**src/bpe_pkg.sv**
```systemverilog
package bpe_pkg;

    // Coefficient store geometry
    localparam int MAX_DEGREE  = 4;
    localparam int STORE_DEPTH = (MAX_DEGREE + 1) * (MAX_DEGREE + 2) / 2;
    localparam int ADDR_W      = $clog2(STORE_DEPTH);
    localparam int CNT_W       = $clog2(MAX_DEGREE + 1);
    localparam int TRI_W       = 2 * CNT_W + 2;

    // Field widths
    localparam int POW_W   = 3;
    localparam int DEG_W   = 3;
    localparam int DATA_W  = 32;
    localparam int ACC_W   = 64;
    localparam int FRAC_W  = 16;
    localparam int PROD_W  = ACC_W + DATA_W;
    localparam int Q_W     = PROD_W - FRAC_W;

    localparam logic [ACC_W-1:0] SAT_POS = {1'b0, {(ACC_W - 1){1'b1}}};
    localparam logic [ACC_W-1:0] SAT_NEG = {1'b1, {(ACC_W - 1){1'b0}}};

    // Command opcodes
    localparam logic OP_WRITE = 1'b0;
    localparam logic OP_EVAL  = 1'b1;

    // Register port
    localparam int                 PADDR_W           = 2;
    localparam int                 PDATA_W           = 32;
    localparam logic [PADDR_W-1:0] REG_POLY_DEGREE   = 2'd0;
    localparam logic [DEG_W-1:0]   POLY_DEGREE_RESET = 3'd4;

    // Microprogram
    localparam int PC_W = 4;
    localparam logic [PC_W-1:0] STEP_IDLE   = 4'd0;
    localparam logic [PC_W-1:0] STEP_LOAD   = 4'd1;
    localparam logic [PC_W-1:0] STEP_TESTX  = 4'd2;
    localparam logic [PC_W-1:0] STEP_MLO_X  = 4'd3;
    localparam logic [PC_W-1:0] STEP_MHI_X  = 4'd4;
    localparam logic [PC_W-1:0] STEP_SUM_X  = 4'd5;
    localparam logic [PC_W-1:0] STEP_SAT_X  = 4'd6;
    localparam logic [PC_W-1:0] STEP_TESTY  = 4'd7;
    localparam logic [PC_W-1:0] STEP_MLO_Y  = 4'd8;
    localparam logic [PC_W-1:0] STEP_MHI_Y  = 4'd9;
    localparam logic [PC_W-1:0] STEP_SUM_Y  = 4'd10;
    localparam logic [PC_W-1:0] STEP_SAT_Y  = 4'd11;
    localparam logic [PC_W-1:0] STEP_ACCUM  = 4'd12;
    localparam logic [PC_W-1:0] STEP_EMIT   = 4'd13;
    localparam logic [PC_W-1:0] PROG_LAST   = STEP_EMIT;

    typedef enum logic [3:0] {
        DP_NOP     = 4'd0,
        DP_IDLE    = 4'd1,
        DP_LOAD    = 4'd2,
        DP_MUL_LO  = 4'd3,
        DP_MUL_HI  = 4'd4,
        DP_SUM     = 4'd5,
        DP_SAT     = 4'd6,
        DP_ACCUM   = 4'd7,
        DP_EMIT    = 4'd8
    } dp_op_t;

    typedef enum logic [2:0] {
        COND_NEVER      = 3'd0,
        COND_ALWAYS     = 3'd1,
        COND_NO_EVAL    = 3'd2,
        COND_KX_ZERO    = 3'd3,
        COND_KY_ZERO    = 3'd4,
        COND_MORE_TERMS = 3'd5,
        COND_OUT_BUSY   = 3'd6
    } cond_t;

    typedef enum logic [2:0] {
        CNT_HOLD      = 3'd0,
        CNT_CLEAR     = 3'd1,
        CNT_LOAD_K    = 3'd2,
        CNT_DEC_X     = 3'd3,
        CNT_DEC_Y     = 3'd4,
        CNT_NEXT_TERM = 3'd5
    } cnt_t;

    typedef struct packed {
        dp_op_t          op;
        logic            sel_y;
        cond_t           cond;
        cnt_t            cnt;
        logic [PC_W-1:0] target;
    } ucw_t;

    typedef struct packed {
        dp_op_t op;
        logic   sel_y;
        logic   start;
    } dp_ctl_t;

    typedef struct packed {
        logic              wr_en;
        logic [ADDR_W-1:0] wr_addr;
        logic [ADDR_W-1:0] rd_addr;
    } store_ctl_t;

    // Position of the pair (i, j) in the triangular store, rows of constant i.
    function automatic logic [ADDR_W-1:0] tri_index(input logic [CNT_W-1:0] i,
                                                    input logic [CNT_W-1:0] j);
        logic [TRI_W-1:0] iw;
        logic [TRI_W-1:0] jw;
        logic [TRI_W-1:0] base;
        iw   = TRI_W'(i);
        jw   = TRI_W'(j);
        base = iw * TRI_W'(MAX_DEGREE + 1) - ((iw * (iw - TRI_W'(1))) >> 1) + jw;
        return ADDR_W'(base);
    endfunction

    // Control store: one word per step.
    function automatic ucw_t ucode_rom(input logic [PC_W-1:0] pc);
        ucw_t w;
        w = '{op: DP_NOP, sel_y: 1'b0, cond: COND_ALWAYS, cnt: CNT_HOLD, target: STEP_IDLE};
        case (pc)
            STEP_IDLE:  w = '{DP_IDLE,   1'b0, COND_NO_EVAL,    CNT_CLEAR,     STEP_IDLE};
            STEP_LOAD:  w = '{DP_LOAD,   1'b0, COND_NEVER,      CNT_LOAD_K,    STEP_IDLE};
            STEP_TESTX: w = '{DP_NOP,    1'b0, COND_KX_ZERO,    CNT_HOLD,      STEP_TESTY};
            STEP_MLO_X: w = '{DP_MUL_LO, 1'b0, COND_NEVER,      CNT_HOLD,      STEP_IDLE};
            STEP_MHI_X: w = '{DP_MUL_HI, 1'b0, COND_NEVER,      CNT_HOLD,      STEP_IDLE};
            STEP_SUM_X: w = '{DP_SUM,    1'b0, COND_NEVER,      CNT_HOLD,      STEP_IDLE};
            STEP_SAT_X: w = '{DP_SAT,    1'b0, COND_ALWAYS,     CNT_DEC_X,     STEP_TESTX};
            STEP_TESTY: w = '{DP_NOP,    1'b1, COND_KY_ZERO,    CNT_HOLD,      STEP_ACCUM};
            STEP_MLO_Y: w = '{DP_MUL_LO, 1'b1, COND_NEVER,      CNT_HOLD,      STEP_IDLE};
            STEP_MHI_Y: w = '{DP_MUL_HI, 1'b1, COND_NEVER,      CNT_HOLD,      STEP_IDLE};
            STEP_SUM_Y: w = '{DP_SUM,    1'b1, COND_NEVER,      CNT_HOLD,      STEP_IDLE};
            STEP_SAT_Y: w = '{DP_SAT,    1'b1, COND_ALWAYS,     CNT_DEC_Y,     STEP_TESTY};
            STEP_ACCUM: w = '{DP_ACCUM,  1'b0, COND_MORE_TERMS, CNT_NEXT_TERM, STEP_LOAD};
            STEP_EMIT:  w = '{DP_EMIT,   1'b0, COND_OUT_BUSY,   CNT_HOLD,      STEP_EMIT};
            default:    w = '{DP_NOP,    1'b0, COND_ALWAYS,     CNT_HOLD,      STEP_IDLE};
        endcase
        return w;
    endfunction

endpackage

```
**src/bpe_ifs.sv**
```systemverilog
interface bpe_cmd_if;
    import bpe_pkg::*;

    logic                     valid;
    logic                     ready;
    logic                     opcode;
    logic [POW_W-1:0]         power_of_x;
    logic [POW_W-1:0]         power_of_y;
    logic signed [DATA_W-1:0] coeff_value;
    logic signed [DATA_W-1:0] point_x;
    logic signed [DATA_W-1:0] point_y;

    modport source (
        output valid, opcode, power_of_x, power_of_y, coeff_value, point_x, point_y,
        input  ready
    );

    modport sink (
        input  valid, opcode, power_of_x, power_of_y, coeff_value, point_x, point_y,
        output ready
    );
endinterface

interface bpe_res_if;
    import bpe_pkg::*;

    logic                    valid;
    logic                    ready;
    logic signed [ACC_W-1:0] poly_value;
    logic                    overflowed;

    modport source (
        output valid, poly_value, overflowed,
        input  ready
    );

    modport sink (
        input  valid, poly_value, overflowed,
        output ready
    );
endinterface

```
**src/bpe_coeff_store.sv**
```systemverilog
module bpe_coeff_store (
    input  logic                       clk,
    input  logic                       rst_n,
    input  logic                       clear,
    input  bpe_pkg::store_ctl_t        ctl,
    input  logic [bpe_pkg::DATA_W-1:0] wr_data,
    output logic [bpe_pkg::DATA_W-1:0] rd_data
);
    import bpe_pkg::*;

    logic [DATA_W-1:0] coeff_reg [STORE_DEPTH];

    // Fifteen flip-flop entries; reset and a degree change zero them at once.
    always_ff @(posedge clk or negedge rst_n)
    begin
        if (!rst_n)
        begin
            for (int e = 0; e < STORE_DEPTH; e++)
            begin
                coeff_reg[e] <= '0;
            end
        end
        else if (clear)
        begin
            for (int e = 0; e < STORE_DEPTH; e++)
            begin
                coeff_reg[e] <= '0;
            end
        end
        else if (ctl.wr_en)
        begin
            coeff_reg[ctl.wr_addr] <= wr_data;
        end
    end

    assign rd_data = coeff_reg[ctl.rd_addr];

endmodule

```
**src/bpe_mac.sv**
```systemverilog
module bpe_mac (
    input  logic                       clk,
    input  bpe_pkg::dp_ctl_t           ctl,
    input  logic [bpe_pkg::DATA_W-1:0] point_x,
    input  logic [bpe_pkg::DATA_W-1:0] point_y,
    input  logic [bpe_pkg::DATA_W-1:0] coeff,
    output logic [bpe_pkg::ACC_W-1:0]  acc,
    output logic                       ovf
);
    import bpe_pkg::*;

    logic [DATA_W-1:0]   xmag_reg, xmag_next;
    logic [DATA_W-1:0]   ymag_reg, ymag_next;
    logic                xneg_reg, xneg_next;
    logic                yneg_reg, yneg_next;
    logic [ACC_W-1:0]    tval_reg, tval_next;
    logic [ACC_W-1:0]    tmag_reg, tmag_next;
    logic                tneg_reg, tneg_next;
    logic [2*DATA_W-1:0] plo_reg, plo_next;
    logic [2*DATA_W-1:0] phi_reg, phi_next;
    logic [Q_W-1:0]      q_reg, q_next;
    logic [ACC_W-1:0]    acc_reg, acc_next;
    logic                ovf_reg, ovf_next;

    logic [DATA_W-1:0]   bmag;
    logic                bneg;
    logic                rneg;
    logic [DATA_W-1:0]   mul_a;
    logic [2*DATA_W-1:0] mul_p;
    logic [PROD_W-1:0]   sum_full;
    logic [ACC_W-1:0]    qlo;
    logic                qhi_nz;
    logic [DATA_W-1:0]   cmag;
    logic [ACC_W-1:0]    add_s;
    logic                add_ovf;

    assign bmag  = ctl.sel_y ? ymag_reg : xmag_reg;
    assign bneg  = ctl.sel_y ? yneg_reg : xneg_reg;
    assign rneg  = tneg_reg ^ bneg;

    // One 32x32 multiplier serves both halves of the running term magnitude.
    assign mul_a = (ctl.op == DP_MUL_HI) ? tmag_reg[ACC_W-1:DATA_W] : tmag_reg[DATA_W-1:0];
    assign mul_p = mul_a * bmag;

    assign sum_full = {{DATA_W{1'b0}}, plo_reg} + {phi_reg, {DATA_W{1'b0}}};
    assign qlo      = q_reg[ACC_W-1:0];
    assign qhi_nz   = |q_reg[Q_W-1:ACC_W];

    assign cmag    = coeff[DATA_W-1] ? (~coeff + DATA_W'(1)) : coeff;
    assign add_s   = acc_reg + tval_reg;
    assign add_ovf = (acc_reg[ACC_W-1] == tval_reg[ACC_W-1]) &&
                     (add_s[ACC_W-1] != acc_reg[ACC_W-1]);

    always_comb
    begin
        xmag_next = xmag_reg;
        ymag_next = ymag_reg;
        xneg_next = xneg_reg;
        yneg_next = yneg_reg;
        tval_next = tval_reg;
        tmag_next = tmag_reg;
        tneg_next = tneg_reg;
        plo_next  = plo_reg;
        phi_next  = phi_reg;
        q_next    = q_reg;
        acc_next  = acc_reg;
        ovf_next  = ovf_reg;

        if (ctl.start)
        begin
            xneg_next = point_x[DATA_W-1];
            yneg_next = point_y[DATA_W-1];
            xmag_next = point_x[DATA_W-1] ? (~point_x + DATA_W'(1)) : point_x;
            ymag_next = point_y[DATA_W-1] ? (~point_y + DATA_W'(1)) : point_y;
            acc_next  = '0;
            ovf_next  = 1'b0;
        end

        case (ctl.op)
            DP_LOAD:
            begin
                tval_next = {{DATA_W{coeff[DATA_W-1]}}, coeff};
                tmag_next = {{DATA_W{1'b0}}, cmag};
                tneg_next = coeff[DATA_W-1];
            end
            DP_MUL_LO:
            begin
                plo_next = mul_p;
            end
            DP_MUL_HI:
            begin
                phi_next = mul_p;
            end
            DP_SUM:
            begin
                q_next = sum_full[PROD_W-1:FRAC_W];
            end
            DP_SAT:
            begin
                // Sign and magnitude are kept alongside the value so the next
                // multiply starts without a negation.
                if (rneg)
                begin
                    if (qhi_nz || (qlo > SAT_NEG))
                    begin
                        tval_next = SAT_NEG;
                        tmag_next = SAT_NEG;
                        tneg_next = 1'b1;
                        ovf_next  = 1'b1;
                    end
                    else
                    begin
                        tval_next = ~qlo + ACC_W'(1);
                        tmag_next = qlo;
                        tneg_next = |qlo;
                    end
                end
                else
                begin
                    if (qhi_nz || qlo[ACC_W-1])
                    begin
                        tval_next = SAT_POS;
                        tmag_next = SAT_POS;
                        ovf_next  = 1'b1;
                    end
                    else
                    begin
                        tval_next = qlo;
                        tmag_next = qlo;
                    end
                    tneg_next = 1'b0;
                end
            end
            DP_ACCUM:
            begin
                if (add_ovf)
                begin
                    acc_next = acc_reg[ACC_W-1] ? SAT_NEG : SAT_POS;
                    ovf_next = 1'b1;
                end
                else
                begin
                    acc_next = add_s;
                end
            end
            default:
            begin
            end
        endcase
    end

    always_ff @(posedge clk)
    begin
        xmag_reg <= xmag_next;
        ymag_reg <= ymag_next;
        xneg_reg <= xneg_next;
        yneg_reg <= yneg_next;
        tval_reg <= tval_next;
        tmag_reg <= tmag_next;
        tneg_reg <= tneg_next;
        plo_reg  <= plo_next;
        phi_reg  <= phi_next;
        q_reg    <= q_next;
        acc_reg  <= acc_next;
        ovf_reg  <= ovf_next;
    end

    assign acc = acc_reg;
    assign ovf = ovf_reg;

endmodule

```
**src/bpe_ctrl.sv**
```systemverilog
module bpe_ctrl (
    input  logic                      clk,
    input  logic                      rst_n,
    input  logic                      cmd_valid,
    input  logic                      cmd_opcode,
    input  logic [bpe_pkg::POW_W-1:0] power_of_x,
    input  logic [bpe_pkg::POW_W-1:0] power_of_y,
    input  logic [bpe_pkg::CNT_W-1:0] degree,
    input  logic                      out_busy,
    output logic                      cmd_ready,
    output bpe_pkg::dp_ctl_t          dp_ctl,
    output bpe_pkg::store_ctl_t       store_ctl
);
    import bpe_pkg::*;

    logic [PC_W-1:0]  pc_reg, pc_next;
    logic [CNT_W-1:0] i_reg, i_next;
    logic [CNT_W-1:0] j_reg, j_next;
    logic [CNT_W-1:0] kx_reg, kx_next;
    logic [CNT_W-1:0] ky_reg, ky_next;

    ucw_t             uw;
    logic             idle;
    logic             eval_acc;
    logic             wr_acc;
    logic             jump;
    logic [CNT_W:0]   ij_sum;
    logic [POW_W:0]   pw_sum;

    assign uw       = ucode_rom(pc_reg);
    assign idle     = (pc_reg == STEP_IDLE);
    assign cmd_ready = idle;
    assign eval_acc = idle && cmd_valid && (cmd_opcode == OP_EVAL);
    assign wr_acc   = idle && cmd_valid && (cmd_opcode == OP_WRITE);
    assign ij_sum   = {1'b0, i_reg} + {1'b0, j_reg};
    assign pw_sum   = {1'b0, power_of_x} + {1'b0, power_of_y};

    always_comb
    begin
        case (uw.cond)
            COND_ALWAYS:     jump = 1'b1;
            COND_NO_EVAL:    jump = !eval_acc;
            COND_KX_ZERO:    jump = (kx_reg == '0);
            COND_KY_ZERO:    jump = (ky_reg == '0);
            COND_MORE_TERMS: jump = (i_reg != degree);
            COND_OUT_BUSY:   jump = out_busy;
            default:         jump = 1'b0;
        endcase

        if (jump)
        begin
            pc_next = uw.target;
        end
        else if (pc_reg == PROG_LAST)
        begin
            pc_next = STEP_IDLE;
        end
        else
        begin
            pc_next = pc_reg + PC_W'(1);
        end
    end

    // Term walk: j runs along a row until i + j reaches the degree, then i steps.
    always_comb
    begin
        i_next  = i_reg;
        j_next  = j_reg;
        kx_next = kx_reg;
        ky_next = ky_reg;
        case (uw.cnt)
            CNT_CLEAR:
            begin
                i_next = '0;
                j_next = '0;
            end
            CNT_LOAD_K:
            begin
                kx_next = i_reg;
                ky_next = j_reg;
            end
            CNT_DEC_X:
            begin
                kx_next = kx_reg - CNT_W'(1);
            end
            CNT_DEC_Y:
            begin
                ky_next = ky_reg - CNT_W'(1);
            end
            CNT_NEXT_TERM:
            begin
                if (ij_sum < {1'b0, degree})
                begin
                    j_next = j_reg + CNT_W'(1);
                end
                else if (i_reg != degree)
                begin
                    i_next = i_reg + CNT_W'(1);
                    j_next = '0;
                end
            end
            default:
            begin
            end
        endcase
    end

    always_ff @(posedge clk or negedge rst_n)
    begin
        if (!rst_n)
        begin
            pc_reg <= STEP_IDLE;
            i_reg  <= '0;
            j_reg  <= '0;
            kx_reg <= '0;
            ky_reg <= '0;
        end
        else
        begin
            pc_reg <= pc_next;
            i_reg  <= i_next;
            j_reg  <= j_next;
            kx_reg <= kx_next;
            ky_reg <= ky_next;
        end
    end

    assign dp_ctl.op    = uw.op;
    assign dp_ctl.sel_y = uw.sel_y;
    assign dp_ctl.start = eval_acc;

    assign store_ctl.wr_en   = wr_acc && (pw_sum <= degree);
    assign store_ctl.wr_addr = tri_index(CNT_W'(power_of_x), CNT_W'(power_of_y));
    assign store_ctl.rd_addr = tri_index(i_reg, j_reg);

    a_eval_starts_walk: assert property (@(posedge clk) disable iff (!rst_n)
        eval_acc |=> (pc_reg == STEP_LOAD) && (i_reg == '0) && (j_reg == '0))
        else $error("evaluation did not start at the first term");

    a_term_in_triangle: assert property (@(posedge clk) disable iff (!rst_n)
        (pc_reg != STEP_IDLE) |-> (ij_sum <= {1'b0, degree}))
        else $error("term walk left the triangle");

    a_store_addr_range: assert property (@(posedge clk) disable iff (!rst_n)
        store_ctl.wr_en |-> (32'(store_ctl.wr_addr) < STORE_DEPTH))
        else $error("store write beyond the triangle");

    a_pc_in_program: assert property (@(posedge clk) disable iff (!rst_n)
        pc_reg <= PROG_LAST)
        else $error("step counter outside the program");

endmodule

```
**src/bivariate_polynomial_evaluator_unit.sv**
```systemverilog
// An evaluate item at degree d walks T = (d+1)(d+2)/2 terms holding S = d(d+1)(d+2)/3
// multiplies; no new item is taken until the sequencer is back in its idle step, and an
// evaluation waits in its emit step while the output register is still full.
// The run time is set by the single shared 32x32 multiplier: each Q48.16 by Q16.16 multiply
// takes five steps, four on the datapath and one loop test. Reset (rst_n low, asynchronous)
// sets poly_degree to 4, zeroes all fifteen coefficients and empties the output register.
module bivariate_polynomial_evaluator_unit (
    input  logic                        clk,
    input  logic                        rst_n,
    bpe_cmd_if.sink                     cmd,
    bpe_res_if.source                   res,
    input  logic                        psel,
    input  logic                        penable,
    input  logic                        pwrite,
    input  logic [bpe_pkg::PADDR_W-1:0] paddr,
    input  logic [bpe_pkg::PDATA_W-1:0] pwdata,
    output logic [bpe_pkg::PDATA_W-1:0] prdata,
    output logic                        pready
);
    import bpe_pkg::*;

    // Configuration register. Writing the degree also wipes the coefficient
    // store, so a new polynomial always starts from all-zero coefficients.
    logic [DEG_W-1:0]  poly_degree_reg, poly_degree_next;
    logic              cfg_wr;
    logic              degree_wr;
    logic [CNT_W-1:0]  eff_degree;

    // Output register: holds a finished result until the sink takes it, while
    // the sequencer is already free to take the next item.
    logic              res_valid_reg, res_valid_next;
    logic [ACC_W-1:0]  poly_value_reg, poly_value_next;
    logic              overflowed_reg, overflowed_next;
    logic              out_busy;
    logic              emit;

    dp_ctl_t           dp_ctl;
    store_ctl_t        store_ctl;
    logic [DATA_W-1:0] coeff_rd;
    logic [ACC_W-1:0]  acc;
    logic              ovf;

    assign pready    = 1'b1;
    assign cfg_wr    = psel && penable && pwrite && pready;
    assign degree_wr = cfg_wr && (paddr == REG_POLY_DEGREE);

    assign prdata = (paddr == REG_POLY_DEGREE) ? PDATA_W'(poly_degree_reg) : '0;

    always_comb
    begin
        poly_degree_next = poly_degree_reg;
        if (degree_wr)
        begin
            poly_degree_next = pwdata[DEG_W-1:0];
        end
    end

    // A degree above what the store holds behaves as the largest one.
    always_comb
    begin
        if (32'(poly_degree_reg) > MAX_DEGREE)
        begin
            eff_degree = CNT_W'(MAX_DEGREE);
        end
        else
        begin
            eff_degree = CNT_W'(poly_degree_reg);
        end
    end

    assign out_busy = res_valid_reg && !res.ready;
    assign emit     = (dp_ctl.op == DP_EMIT) && !out_busy;

    always_comb
    begin
        res_valid_next  = res_valid_reg;
        poly_value_next = poly_value_reg;
        overflowed_next = overflowed_reg;
        if (emit)
        begin
            res_valid_next  = 1'b1;
            poly_value_next = acc;
            overflowed_next = ovf;
        end
        else if (res.ready)
        begin
            res_valid_next = 1'b0;
        end
    end

    always_ff @(posedge clk or negedge rst_n)
    begin
        if (!rst_n)
        begin
            poly_degree_reg <= POLY_DEGREE_RESET;
            res_valid_reg   <= 1'b0;
        end
        else
        begin
            poly_degree_reg <= poly_degree_next;
            res_valid_reg   <= res_valid_next;
        end
    end

    always_ff @(posedge clk)
    begin
        poly_value_reg <= poly_value_next;
        overflowed_reg <= overflowed_next;
    end

    assign res.valid      = res_valid_reg;
    assign res.poly_value = poly_value_reg;
    assign res.overflowed = overflowed_reg;

    // The sequencer steps through its control program, one step per cycle while not waiting
    // for an item or a free output, and loops over the powers of x and y, then the triangle's terms.
    bpe_ctrl u_ctrl (
        .clk        (clk),
        .rst_n      (rst_n),
        .cmd_valid  (cmd.valid),
        .cmd_opcode (cmd.opcode),
        .power_of_x (cmd.power_of_x),
        .power_of_y (cmd.power_of_y),
        .degree     (eff_degree),
        .out_busy   (out_busy),
        .cmd_ready  (cmd.ready),
        .dp_ctl     (dp_ctl),
        .store_ctl  (store_ctl)
    );

    bpe_coeff_store u_store (
        .clk     (clk),
        .rst_n   (rst_n),
        .clear   (degree_wr),
        .ctl     (store_ctl),
        .wr_data (cmd.coeff_value),
        .rd_data (coeff_rd)
    );

    // Multiply-accumulate datapath: every product is truncated to 16 fraction
    // bits and clamped to 64 bits before the next multiply or the sum.
    bpe_mac u_mac (
        .clk     (clk),
        .ctl     (dp_ctl),
        .point_x (cmd.point_x),
        .point_y (cmd.point_y),
        .coeff   (coeff_rd),
        .acc     (acc),
        .ovf     (ovf)
    );

    a_emit_fills_output: assert property (@(posedge clk) disable iff (!rst_n)
        emit |=> res_valid_reg)
        else $error("finished result not placed in the output register");

endmodule

```
**src/flat_wrapper.sv**
```systemverilog
// flat-port wrapper written by rule: the top's interface ports become plain ports
module bivariate_polynomial_evaluator_unit_flat import bpe_pkg::*;
  (clk, rst_n, psel, penable, pwrite, paddr, pwdata, prdata, pready, cmd_valid, cmd_opcode, cmd_power_of_x, cmd_power_of_y, cmd_coeff_value, cmd_point_x, cmd_point_y, cmd_ready, res_valid, res_poly_value, res_overflowed, res_ready);
  bpe_cmd_if cmd_i ();
  bpe_res_if res_i ();
  input  logic clk;
  input  logic rst_n;
  input  logic psel;
  input  logic penable;
  input  logic pwrite;
  input  logic [bpe_pkg::PADDR_W-1:0] paddr;
  input  logic [bpe_pkg::PDATA_W-1:0] pwdata;
  output logic [bpe_pkg::PDATA_W-1:0] prdata;
  output logic pready;
  input wire logic [$bits(cmd_i.valid)-1:0] cmd_valid;
  input wire logic [$bits(cmd_i.opcode)-1:0] cmd_opcode;
  input wire logic [$bits(cmd_i.power_of_x)-1:0] cmd_power_of_x;
  input wire logic [$bits(cmd_i.power_of_y)-1:0] cmd_power_of_y;
  input wire logic [$bits(cmd_i.coeff_value)-1:0] cmd_coeff_value;
  input wire logic [$bits(cmd_i.point_x)-1:0] cmd_point_x;
  input wire logic [$bits(cmd_i.point_y)-1:0] cmd_point_y;
  output wire logic [$bits(cmd_i.ready)-1:0] cmd_ready;
  output wire logic [$bits(res_i.valid)-1:0] res_valid;
  output wire logic [$bits(res_i.poly_value)-1:0] res_poly_value;
  output wire logic [$bits(res_i.overflowed)-1:0] res_overflowed;
  input wire logic [$bits(res_i.ready)-1:0] res_ready;
  assign cmd_i.valid = cmd_valid;
  assign cmd_i.opcode = cmd_opcode;
  assign cmd_i.power_of_x = cmd_power_of_x;
  assign cmd_i.power_of_y = cmd_power_of_y;
  assign cmd_i.coeff_value = cmd_coeff_value;
  assign cmd_i.point_x = cmd_point_x;
  assign cmd_i.point_y = cmd_point_y;
  assign cmd_ready = cmd_i.ready;
  assign res_valid = res_i.valid;
  assign res_poly_value = res_i.poly_value;
  assign res_overflowed = res_i.overflowed;
  assign res_i.ready = res_ready;
  bivariate_polynomial_evaluator_unit u_core (.clk(clk), .rst_n(rst_n), .cmd(cmd_i), .res(res_i), .psel(psel), .penable(penable), .pwrite(pwrite), .paddr(paddr), .pwdata(pwdata), .prdata(prdata), .pready(pready));
endmodule
```
**config.mk**
```make
export PLATFORM = sky130hd
export DESIGN_NAME = bivariate_polynomial_evaluator_unit_flat
export DESIGN_NICKNAME = d
export VERILOG_FILES = /design/src/bpe_pkg.sv /design/src/bpe_ifs.sv /design/src/bpe_coeff_store.sv /design/src/bpe_mac.sv /design/src/bpe_ctrl.sv /design/src/bivariate_polynomial_evaluator_unit.sv /design/src/flat_wrapper.sv
export SDC_FILE = /design/constraint.sdc
export NUM_CORES = 2
export LEC_CHECK = 0
export ABC_AREA = 1
export BUFFER_PORTS_ARGS = -buffer_cell sky130_fd_sc_hd__buf_4
export CAP_MARGIN = 20
export CELL_PAD_IN_SITES_DETAIL_PLACEMENT = 0
export CELL_PAD_IN_SITES_GLOBAL_PLACEMENT = 1
export CORE_UTILIZATION = 35
export CTS_BUF_LIST = sky130_fd_sc_hd__clkbuf_16
export CTS_CLUSTER_SIZE = 20
export DETAILED_ROUTE_END_ITERATION = 6
export PLACE_DENSITY_LB_ADDON = 0.15
export SYNTH_ARGS = -nofsm -noshare
export SYNTH_HDL_FRONTEND = slang
export SYNTH_HIERARCHICAL = 1
export SYNTH_SLANG_ARGS = --single-unit
```
**constraint.sdc**
```tcl
create_clock -name clk -period 30.1 [get_ports clk]
set_clock_uncertainty 0.1 [all_clocks]
set_input_delay 3.01 -clock clk [delete_from_list [all_inputs] [get_ports clk]]
set_output_delay 3.01 -clock clk [all_outputs]
set_load 0.01 [all_outputs]
```
* After elaboration in Yosys (flattened, before gate mapping)
Memories as Yosys holds them, arrays and structs flattened.
Index checks and enable logic that the tools add are counted.
** Storage, ports and cells
- Register bits after elaboration :: 1033
- Memory bits (read-only) :: 240
- Output and inout bits :: 100
- Logic and storage cells :: 183
- Memories kept :: 1
** Memory list
- (no name shown) :: depth 16, width 15, read ports 1, clocked after memory_dff 0, wr ports 0, line bpe_pkg.sv:117 : case (pc)
** Cells by class
- Add/sub/neg operators :: 19
- Multiply operators :: 5
- Order comparisons :: 7
- Equality and inequality tests :: 25
- Multiplexer cells :: 49
- Bitwise gates (word level) :: 8
- Reduce and logical (&&, ||, !) cells :: 31
** Operator list (number)
- $mux 480 :: 2
- $mux 64 :: 9
- $bwmux 480 :: 1
- $pmux 64 s2 :: 2
- $mux 32 :: 6
- $bmux 32 s4 :: 1
- $demux 32 s4 :: 1
- $add 32x1->32 const B :: 3
- $add 64x96->96 :: 1
- $not 32->32 :: 3
- $add 64x1->64 const B :: 1
- $add 64x64->64 :: 1
- $gt 64x64->1 const B :: 1
- $mul 32x32->64 :: 1
- $not 64->64 :: 1
- $reduce_or 64->1 :: 1
- $mux 31 :: 2
- $pmux 3 s2 :: 4
- $mux 3 :: 6
- $eq 4x3->1 const B :: 4
- $reduce_or 16->1 :: 1
- $eq 3x3->1 const B :: 5
- $reduce_bool 2->1 :: 7
- $eq 3x2->1 const B :: 4
- 37 further kinds :: 76

* Depth between registers and ports, before layout
- Word-level depth :: 12
- Mapped depth :: 44

* Hierarchy
The synthesis kept the hierarchy.
** By module, submodules not included
- bpe_mac :: times used 1, cells an instance 8048, area an instance 63206.9 um^2, sequential area each 13533.0 um^2
- bpe_coeff_store :: times used 1, cells an instance 2693, area an instance 22341.4 um^2, sequential area each 12011.5 um^2
- bivariate_polynomial_evaluator_unit :: times used 1, cells an instance 135, area an instance 2439.8 um^2, sequential area each 2053.2 um^2
- bpe_ctrl :: times used 1, cells an instance 299, area an instance 2314.7 um^2, sequential area each 400.4 um^2

* Worst setup path after synthesis
No wires, ideal clock.
- Path type :: register -> register
- From :: register u_core.u_ctrl.pc_reg[0]
- To :: register u_core.u_mac.phi_reg[63] (data pin)
- Library setup time :: 0.256 ns
- Data arrival time :: 9.725 ns
- Path slack :: 20.019 ns
- Cell stages (with the launch flop) :: 39
- Buffers on the path :: 2
- Clock period less this slack :: 10.081 ns
- Cell sequence :: dfrtp_1 -> inv_1 -> ha_1 -> nand2_4 -> nand2_2 -> o21ai_0 -> o21ai_0 -> inv_1 -> nor2_1 -> inv_2 -> nor3_4 -> clkbuf_1 -> or2_2 -> o21ai_2 -> clkbuf_1 -> nor2_1 -> fa_1 -> fa_1 -> [3 not listed] -> inv_1 -> fa_1 -> fa_1 -> fa_1 -> inv_1 -> fa_1 -> inv_1 -> ha_1 -> nand2_1 -> nor2_1 -> inv_1 -> nor2_1 -> inv_1 -> or2_2 -> nand3_1 -> nand3_1 -> nand3_1 -> nand2_1
** RTL lines
- from (decl) :: line bpe_ctrl.sv:16 : logic [PC_W-1:0] pc_reg, pc_next;
- from (signal assigned) :: line bpe_ctrl.sv:120 : pc_reg <= pc_next;
- to (signal assigned) :: line bpe_mac.sv:162 : phi_reg <= phi_next;
- to (decl) :: line bpe_mac.sv:20 : logic [2*DATA_W-1:0] phi_reg, phi_next;

==> metrics <==
peak per-stage delay on the critical path=770 ps; mapped cell area=90300 um^2; Post-Layout Cell Count=14700; ANT nets after route=0; H-tree depth=3; CP Capture Type=flip-flop; Final Max Tran Viols=0; worst path bufs/invs=11; placed cell count=14400; largest net degree at the start of global routing=131; proportion of layout cells with a drive suffix above 1=6.97%; CP max-delay cell=xor2_1; Placer Congestion=0.928; Post-CTS Setup Inserts=0; CP startpoint kind=flip-flop; Post-synth ARST share=49.2%; site row count=186; initial DRC count=5909; Crit path arrival time=11830 ps; worst-path maximum fanout=32; EDFF count, synth=515; final WL=350000 um; register area share after synthesis=31.0%; CP top delay family=adder cells; mean post-synth cell area=8.08 um^2; Area growth, synth to finish=10.3%; initial antenna violation count=15; CTS root buf=clkbuf_16; routed vias/inst=5.12; CTS buffer count=119; DR vias=75200; CTS Buffer Depth=3; die height=510 um; # clock sinks=1016; DR WL/cell=23.8 um; slew margin rel.=20.6%; worst min-delay path category=reg2reg; die width=510 um; gr ovfl total=0; die area=260000 um^2; RSZ-0062 raised after global routing=false; Syn Inst Count=11200; fin crit share=38.3%; Ys Warns=6; Remaining DRCs=0; Post-synth top flop=edfxtp_1; critical path class=reg2reg; TNS Setup=0 ps; vias in the first global route=78900; final hold slack=319 ps; final setup vio count=0; cts hold-fix bufs=0; Placeable Area=257000 um^2; Resized Gates After CTS=0; Yosys reg bits=1016; dpl hpwl=262000 um; effective utilization at floorplan=35.2%; CP required=30400 ps; Synth cell types=62; worst-margin pin slew=1190 ps; Final nets=12600; Max Cap Viol=0; Fin. Hold Viols=0; worst skew pair latency=850 ps; most frequent cell on the critical path=fa_1; CTS tree=yes; GRT Util Overall=27.1%; Clk pin slew, worst setup/hold paths=60 ps; commonest non-fill, non-tap cell in the layout=nand2_1; top-level I/O count=244; FMAX=86.8 MHz; final core occ=38.8%; Final Critical Period=11520 ps; IO Port Bufs=184; first-pass GRT wire length=519000 um; max reg flops=480; status=complete, no violations; most frequent cells in the layout=2471 x nand2_1, 2157 x inv_1, 1208 x nor2_1, 905 x fa_1, 731 x nand3_1; DRT Pass-1 Iters=6
## logic make-up (layout without fill, tap and decap cells)
| family | after synthesis | in the layout | synth area share (%) |
|---|---|---|---|
| other cells | 2 | 34 | 0.00832 |
| fa+ha+maj | 1313 | 1313 | 25.7 |
| compound gates | 1204 | 1204 | 7.72 |
| simple gates | 4718 | 4718 | 21.5 |
| buf+inv | 2680 | 2761 | 11.7 |
| xor+xnor | 242 | 242 | 2.35 |
| flops | 1016 | 1016 | 31.0 |
## through the flow
stage / worst slack (ps) / area [um^2]
finish: 18580 / 99600
global route: 18050 / 99600
CTS: 18550 / 99500
detailed placement: 18670 / 95300
global placement: 18820 / 95100
floorplan: 20020 / 90400
## synth_stat cells, types with 5 or more instances
master | number | area, um^2
a21boi_0 | 5 | 37.5
a21o_1 | 6 | 45.0
a21oi_1 | 270 | 1350
a21oi_2 | 26 | 228
a22oi_1 | 12 | 90.1
a31oi_1 | 10 | 62.6
and2_1 | 5 | 31.3
and3_1 | 9 | 56.3
buf_1 | 22 | 82.6
buf_2 | 145 | 726
buf_4 | 73 | 548
buf_6 | 12 | 135
clkbuf_1 | 242 | 908
clkinv_1 | 15 | 56.3
dfrtp_1 | 499 | 12500
edfxtp_1 | 515 | 15500
fa_1 | 905 | 18100
ha_1 | 408 | 5100
inv_1 | 2142 | 8040
inv_2 | 26 | 97.6
nand2_1 | 2496 | 9370
nand2_2 | 22 | 138
nand2_4 | 5 | 56.3
nand3_1 | 731 | 3660
nand3_2 | 5 | 50.1
nand3b_1 | 19 | 143
nand4_1 | 68 | 425
nor2_1 | 1212 | 4550
nor2_2 | 9 | 56.3
nor2_4 | 6 | 67.6
nor3_1 | 71 | 355
nor4_1 | 10 | 62.6
o21a_1 | 7 | 52.6
o21ai_0 | 254 | 1270
o21ai_1 | 108 | 541
o21ai_2 | 18 | 158
o21bai_1 | 19 | 143
o22ai_1 | 449 | 2810
or2_2 | 43 | 269
xnor2_1 | 55 | 482
xor2_1 | 187 | 1640
## path summary, 6_finish.rpt
kind,slack [ps],depth (start not counted),from,to
min in group asynchronous,2130,1,rst_n,u_core/u_store/coeff_reg[167]
max in group asynchronous,25290,3,rst_n,u_core/res.valid
min reg2reg,320,0,u_core/u_mac/plo_reg[28],u_core/u_mac/q_reg[12]
max reg2reg,18580,32,u_core/u_ctrl/pc_reg[0],u_core/u_mac/plo_reg[31]
min,320,0,u_core/u_mac/plo_reg[28],u_core/u_mac/q_reg[12]
max,18580,32,u_core/u_ctrl/pc_reg[0],u_core/u_mac/plo_reg[31]
## routing by layer
layer	vias to the layer above	routed length (um)	GRT usage (%)
met5	-	13	0
met4	2	16900	12.0
met3	571	17800	2.64
met2	2318	166000	45.6
met1	37500	149000	35.4
li1	34800	-	-
## final cells by class
| type | instances | area (um^2) |
|---|---|---|
| Antenna cell | 4 | 10.0 |
| Clock buffer | 122 | 3050 |
| Clock inverter | 102 | 1170 |
| Fill cell | 26600 | 157000 |
| Inverter | 2184 | 8210 |
| Multi-Input combinational cell | 7507 | 52100 |
| Sequential cell | 1016 | 28000 |
| Tap cell | 3384 | 4230 |
| Timing Repair Buffer | 353 | 2830 |
## worst reg2reg max path: cells and delay by family, from the launching register on
kind / cells / cell delay, ps
AND/OR/NAND/NOR: 8 / 1630
buffers and inverters: 11 / 2500
adder cells (fa/ha/maj): 10 / 4920
XOR/XNOR: 1 / 770
flip-flops: 1 / 440
AO/OA/AOI/OAI: 2 / 750
Power is not shown: default switching activity piles up to over one toggle a cycle in this logic, so the estimate is an artifact.
